## config.mk

```make
export PLATFORM = sky130hd
export DESIGN_NAME = idq_cmd_fifo
export DESIGN_NICKNAME = d
export VERILOG_FILES = /design/src/sv/idq_pkg.sv /design/src/sv/idq_cmd_fifo.sv
export SDC_FILE = /design/constraint.sdc
export NUM_CORES = 1
export LEC_CHECK = 0
export BUFFER_PORTS_ARGS = -buffer_cell sky130_fd_sc_hd__buf_4
export CAP_MARGIN = 10
export CORE_AREA = 2 2 175 177
export DETAILED_ROUTE_END_ITERATION = 10
export DIE_AREA = 0 0 177 179
export PLACE_DENSITY_LB_ADDON = 0.25
export SKIP_CTS_REPAIR_TIMING = 1
export SYNTH_ARGS = -nofsm -noshare
export SYNTH_HDL_FRONTEND = slang
export SYNTH_SLANG_ARGS = --single-unit
export TNS_END_PERCENT = 5
```

## constraint.sdc

```tcl
create_clock -name aclk -period 4.6 [get_ports aclk]
set_input_delay 0 -clock aclk [delete_from_list [all_inputs] [get_ports aclk]]
set_output_delay 0 -clock aclk [all_outputs]
set_load 0.05 [all_outputs]
```

## src/sv/idq_pkg.sv

```systemverilog
`timescale 1ns / 1ps

package idq_pkg;

    localparam int DEF_CAPACITY   = 1024;
    localparam int DEF_ITEM_WIDTH = 32;

    localparam int OP_W     = 3;
    localparam int POS_W    = 10;
    localparam int ITEM_W   = 32;
    localparam int STATUS_W = 2;
    localparam int OCC_W    = 11;

    // Depth of the command queue between the front and back parts.
    localparam int CMD_DEPTH = 4;
    localparam int CMD_IDX_W = $clog2(CMD_DEPTH);

    typedef enum logic [OP_W-1:0] {
        OP_PUSH_FRONT = 3'd0,
        OP_PUSH_BACK  = 3'd1,
        OP_POP_FRONT  = 3'd2,
        OP_POP_BACK   = 3'd3,
        OP_READ       = 3'd4,
        OP_WRITE      = 3'd5
    } op_t;

    typedef enum logic [STATUS_W-1:0] {
        ST_DONE = 2'd0,
        ST_MISS = 2'd1,
        ST_FULL = 2'd2
    } status_t;

    // Where the back part takes the result item from.
    typedef enum logic [1:0] {
        OUT_ZERO,
        OUT_DATA,
        OUT_MEM
    } out_sel_t;

    typedef struct packed {
        logic [OP_W-1:0]   op;
        logic [POS_W-1:0]  position;
        logic [ITEM_W-1:0] item_in;
    } in_beat_t;

    typedef struct packed {
        logic [ITEM_W-1:0]   item_out;
        logic [STATUS_W-1:0] status;
        logic [OCC_W-1:0]    occupancy;
    } out_beat_t;

    typedef struct packed {
        logic               mem_write;
        out_sel_t           out_sel;
        status_t            status;
        logic [OCC_W-1:0]   occupancy;
    } cmd_ctrl_t;

endpackage

```

## src/sv/idq_cmd_fifo.sv

```systemverilog
`timescale 1ns / 1ps

module idq_cmd_fifo #(
    parameter int CAPACITY   = idq_pkg::DEF_CAPACITY,
    parameter int ITEM_WIDTH = idq_pkg::DEF_ITEM_WIDTH
) (
    input  logic                          aclk,
    input  logic                          aresetn,
    input  logic                          in_valid,
    output logic                          in_ready,
    input  idq_pkg::cmd_ctrl_t            in_ctrl,
    input  logic [$clog2(CAPACITY)-1:0]   in_addr,
    input  logic [ITEM_WIDTH-1:0]         in_data,
    output logic                          out_valid,
    input  logic                          out_ready,
    output idq_pkg::cmd_ctrl_t            out_ctrl,
    output logic [$clog2(CAPACITY)-1:0]   out_addr,
    output logic [ITEM_WIDTH-1:0]         out_data
);
    import idq_pkg::*;

    localparam int PTR_W = $clog2(CAPACITY);

    cmd_ctrl_t             ctrl_mem [CMD_DEPTH];
    logic [PTR_W-1:0]      addr_mem [CMD_DEPTH];
    logic [ITEM_WIDTH-1:0] data_mem [CMD_DEPTH];

    logic [CMD_IDX_W-1:0] wr_ptr_reg, wr_ptr_next;
    logic [CMD_IDX_W-1:0] rd_ptr_reg, rd_ptr_next;
    logic [CMD_IDX_W:0]   fill_reg, fill_next;
    logic                 push;
    logic                 pop;

    assign in_ready  = (fill_reg != (CMD_IDX_W + 1)'(CMD_DEPTH));
    assign out_valid = (fill_reg != '0);
    assign push      = in_valid && in_ready;
    assign pop       = out_valid && out_ready;

    assign out_ctrl = ctrl_mem[rd_ptr_reg];
    assign out_addr = addr_mem[rd_ptr_reg];
    assign out_data = data_mem[rd_ptr_reg];

    always_comb begin
        wr_ptr_next = push ? wr_ptr_reg + CMD_IDX_W'(1) : wr_ptr_reg;
        rd_ptr_next = pop ? rd_ptr_reg + CMD_IDX_W'(1) : rd_ptr_reg;
        fill_next   = fill_reg;
        if (push && !pop) begin
            fill_next = fill_reg + (CMD_IDX_W + 1)'(1);
        end else if (pop && !push) begin
            fill_next = fill_reg - (CMD_IDX_W + 1)'(1);
        end
    end

    always_ff @(posedge aclk) begin
        if (push) begin
            ctrl_mem[wr_ptr_reg] <= in_ctrl;
            addr_mem[wr_ptr_reg] <= in_addr;
            data_mem[wr_ptr_reg] <= in_data;
        end
    end

    always_ff @(posedge aclk) begin
        if (!aresetn) begin
            wr_ptr_reg <= '0;
            rd_ptr_reg <= '0;
            fill_reg   <= '0;
        end else begin
            wr_ptr_reg <= wr_ptr_next;
            rd_ptr_reg <= rd_ptr_next;
            fill_reg   <= fill_next;
        end
    end

endmodule

```

=== Word level (Yosys, flattened, before mapping) ===
Memory sizes are Yosys's and may differ from the RTL's. A register that Yosys moved wholly into a read port is not among the register bits.
Index checks and enable logic that the tools add are counted.

* Register bits after elaboration: 7
* Bits in latches: 0
* Memory bits (writable): 232
* Memory bits (read-only): 0
* Input port bits: 62
* Output and inout bits: 60
* Word-level logic and storage cells: 29
* Memories kept: 3

* $add $sub $neg: 4
* Multiply operators: 0
* Div/mod/pow operators: 0
* Magnitude comparators: 0
* Eq/ne operators: 1
* Shift-type cells: 0
* Multiplexer cells: 10
* Bitwise operators: 0
* Reduce and logical (&&, ||, !) cells: 8

{| class="wikitable"
|+ Memories
! memory !! depth !! width !! read ports !! clocked after Yosys merged registers in !! wr ports !! line !! RTL
|-
| data_mem || 4 || 32 || 1 || 1 || 1 || idq_cmd_fifo.sv:26 || <nowiki>logic [ITEM_WIDTH-1:0] data_mem [CMD_DEPTH];</nowiki>
|-
| ctrl_mem || 4 || 16 || 1 || 1 || 1 || idq_cmd_fifo.sv:24 || <nowiki>cmd_ctrl_t ctrl_mem [CMD_DEPTH];</nowiki>
|-
| addr_mem || 4 || 10 || 1 || 1 || 1 || idq_cmd_fifo.sv:25 || <nowiki>logic [PTR_W-1:0] addr_mem [CMD_DEPTH];</nowiki>
|}

{| class="wikitable"
|+ Operators with widths
! operator !! count
|-
| $mux W2 || 6
|-
| $mux W3 || 2
|-
| $add A2 B1 Y2 const B || 2
|-
| $logic_and A1 B1 Y1 || 4
|-
| $add A3 B1 Y3 const B || 1
|-
| $ne A3 B3 Y1 const B || 1
|-
| $reduce_bool A3 Y1 || 1
|-
| $sub A3 B1 Y3 const B || 1
|-
| $logic_not A1 Y1 || 2
|-
| $mux W1 || 2
|-
| $reduce_bool A2 Y1 || 1
|}

=== Longest topological paths before layout ===
* Word-level depth: 6
* Gate-level depth with buffers: 8
* Mapped depth without buffers: 8

=== Worst setup path after synthesis ===
No wires, ideal clock.

* Path type: flip-flop to flip-flop
* From: register fill_reg[0]
* To: memory addr_mem[0][0] (netlist name), enable pin
* Library setup time: 0.422 ns
* Arrival time: 2.191 ns
* Required time: 4.178 ns
* Path slack: 1.987 ns
* Stages on the path, launching flop included: 4
* Path buffers: 0
* Clock period less this slack: 2.613 ns
* Cells stage by stage: dfxtp_1 > nor2_1 > a21boi_2 > and2_1

* Word-level cells in the longest chain between the ends: 4

{| class="wikitable"
|+ RTL lines
! what !! line !! RTL
|-
| from (decl) || idq_cmd_fifo.sv:30 || <nowiki>logic [CMD_IDX_W:0] fill_reg, fill_next;</nowiki>
|-
| from (signal assigned) || idq_cmd_fifo.sv:70 || <nowiki>fill_reg <= fill_next;</nowiki>
|-
| $ne A3 B3 Y1 || idq_cmd_fifo.sv:34 || <nowiki>assign in_ready = (fill_reg != (CMD_IDX_W + 1)'(CMD_DEPTH));</nowiki>
|-
| $logic_and A1 B1 Y1 || idq_cmd_fifo.sv:36 || <nowiki>assign push = in_valid && in_ready;</nowiki>
|-
| via push || idq_cmd_fifo.sv:31 || <nowiki>logic push;</nowiki>
|-
| $mux W1 || idq_cmd_fifo.sv:55 || <nowiki>if (push) begin</nowiki>
|-
| $mux W1 (not written as such) || idq_cmd_fifo.sv:57 || <nowiki>addr_mem[wr_ptr_reg] <= in_addr;</nowiki>
|-
| to (decl) || idq_cmd_fifo.sv:25 ||
|}

The timed path passes the listed nets, and every way through them passes these cells.

==> metrics.txt <==
status finished, violations left; violated checks negative hold slack; critical path endpoint category output pin; Setup WS post-layout 1.80 ns; VDD IR max 0.351 mV; Routed WL 17,500 um; Sw Pwr 0.00232 W; Buffers on Ports 121; HPWL after DPL 10,100 um; leading post-synthesis cells by cell area edfxtp_1 79%, mux4_2 15%, dfxtp_1 2.0%; most common cell in the synthesized netlist edfxtp_1; max reg flops 128; most frequent cells after synthesis 232 x edfxtp_1, 58 x mux4_2, 9 x dfxtp_1; Final Cell Area 0.0115 mm^2; Post-synth EDFFs 232; Core ar. 0.0300 mm^2; Final Util 0.382; worst slew pin tran 0.974 ns; total negative slack 0 ns; layout cells sized above 1 0.384; clock network power share 0.253; Tot GR Track Use 0.111; syn_area_per_cell 25.3 um^2; Period minus WS final 2.80 ns; Area Overhead vs Synth 29.2%; Slew HR 0.351; Async S/R FF share, synth 0; remaining antenna violation count after routing 0; Netlist cell types 25; Yosys warning count 0; clock skew 0.00952 ns; Reg power frac 0.425; crit share post-route 0.609; Mapped Area 0.00887 mm^2; DR vias 4,169; Sw Ratio 0.341; Yosys top cell by area edfxtp_1; Achievable Freq 357 MHz; Slew Viols, Final 0; Yosys top cell area share 0.786; crit start category register; clock buffer count from CTS 25; Clock Sinks 241; first-pass GRT wire length 26,000 um; I/O pins 122; Max Cap Viol 0; largest net degree at the start of global routing 59; starting density of the core 0.295; syn_nets 419; Detailed Routing Iterations Pass 1 6; R2R depth 8; die height 179 um; Leak Pwr 3.81 nW; WP data arrival 2.80 ns; final hold vios 3; Biggest register data_mem; Regs by FF count data_mem: 128 flops, ctrl_mem: 64 flops, addr_mem: 40 flops; ys flop type edfxtp_1; Nets 614; setup slack at placement 2.21 ns; Placed Area 0.0102 mm^2; P_int 0.00448 W; H-tree level count 1; CTS tree built; Synth Register Bits 241; total global routing overflow 0; register area share after synthesis 0.806; initial antenna violation count 1; per-cell routed wire length 18.3 um; Reg clk slew, reported paths 0.06 ns; worst path required time 4.60 ns; Die ar. 0.0317 mm^2; gp weighted congestion 0.674; clk_lat worst skew 0.50 ns; Post-Synthesis Cells 351; CP Max Fanout 45; clk buf depth 3; unrepaired setup endpoints after global routing false; Logic pwr share 0.322; Final setup viols 0; Min-Delay Path Class input pin to register; critical path class register to output pin; Root Driver clkbuf_16; die width 177 um; row cnt 64; worst hold margin -0.0200 ns; Hold Path Depth 4; vias in the first global route 4,311; drt via density 4.37; DRT iter0 DRCs 253; DRC 0; Pwr Density 593 mW/mm^2
[layer usage]
| layer | global-route usage | part of all wire |
|---|---|---|
| met5 | 0 | 0 |
| met4 | 0.0286 | 0.016 |
| met3 | 0.0367 | 0.065 |
| met2 | 0.186 | 0.50 |
| met1 | 0.139 | 0.42 |
[cell type report]
cell class | count | area [um^2]
clock buffers | 32 | 652
inverters | 3 | 11.3
repair buffers | 182 | 1520
flip-flops and latches | 241 | 7150
well taps | 396 | 495
multi-input cells | 93 | 1600
fillers | 2785 | 18600
diodes | 1 | 2.50
clock inverters | 7 | 28.8
[cells in the final DEF (no fill, tap or decap), types with 2 or more instances in the layout]
cell | synthesis | routed
and2_1 | 8 | 4
clkbuf_1 | 1 | 7
edfxtp_1 | 232 | 232
ha_1 | 5 | 5
xnor2_1 | 3 | 3
mux2i_1 | 3 | 3
clkinv_1 | 0 | 5
nand2_1 | 5 | 5
buf_4 | 3 | 122
clkinv_2 | 0 | 2
dfxtp_4 | 0 | 2
inv_1 | 3 | 3
or3_1 | 2 | 2
mux4_2 | 58 | 58
dfxtp_1 | 9 | 7
and2_4 | 0 | 4
clkbuf_16 | 0 | 25
dlygate4sd3_1 | 0 | 60
[critical path, cell delays in order (launching register included)]
cell     delay, ns
dfxtp_4       1.00
buf_4         0.44
mux4_2        0.60
buf_4         0.22
[cell families (layout without fill, tap and decap cells)]
kind of cell / Yosys count / in the layout / share of synthesized area
other cells: 0 / 1 / 0
simple gates: 17 / 17 / 0.0103
compound gates: 5 / 5 / 0.00452
buf+inv: 17 / 224 / 0.0152
fa+ha+maj: 6 / 6 / 0.00931
mux: 61 / 61 / 0.151
xor+xnor: 4 / 4 / 0.00395
flops: 241 / 241 / 0.806
[worst paths after layout]
check	startpoint	slack, ns	end
max	register	1.80	out_data[3]
min	out_ready	-0.02	register
max reg2reg	fill_reg[0]	2.23	fill_reg[2]
min reg2reg	wr_ptr_reg[1]	0.50	wr_ptr_reg[1]
[power groups by stage]
| stage | logic [W] | clock network, W | registers, W |
|---|---|---|---|
| after detailed placement | 0.00218 | 0 | 0.00295 |
| after CTS | 0.00219 | 0.00177 | 0.00291 |
| final | 0.00219 | 0.00172 | 0.00289 |
| after floorplan | 0.00173 | 0 | 0.00277 |
| after global placement | 0.00218 | 0 | 0.00293 |
| after global routing | 0.00230 | 0.00186 | 0.00293 |
[stage by stage]
stage,cells,power [W]
after floorplan,351,0.00450
after global placement,855,0.00511
after detailed placement,855,0.00514
after CTS,894,0.00687
after global routing,954,0.00709
final,955,0.00679
Power figures use the tool's default switching activity.
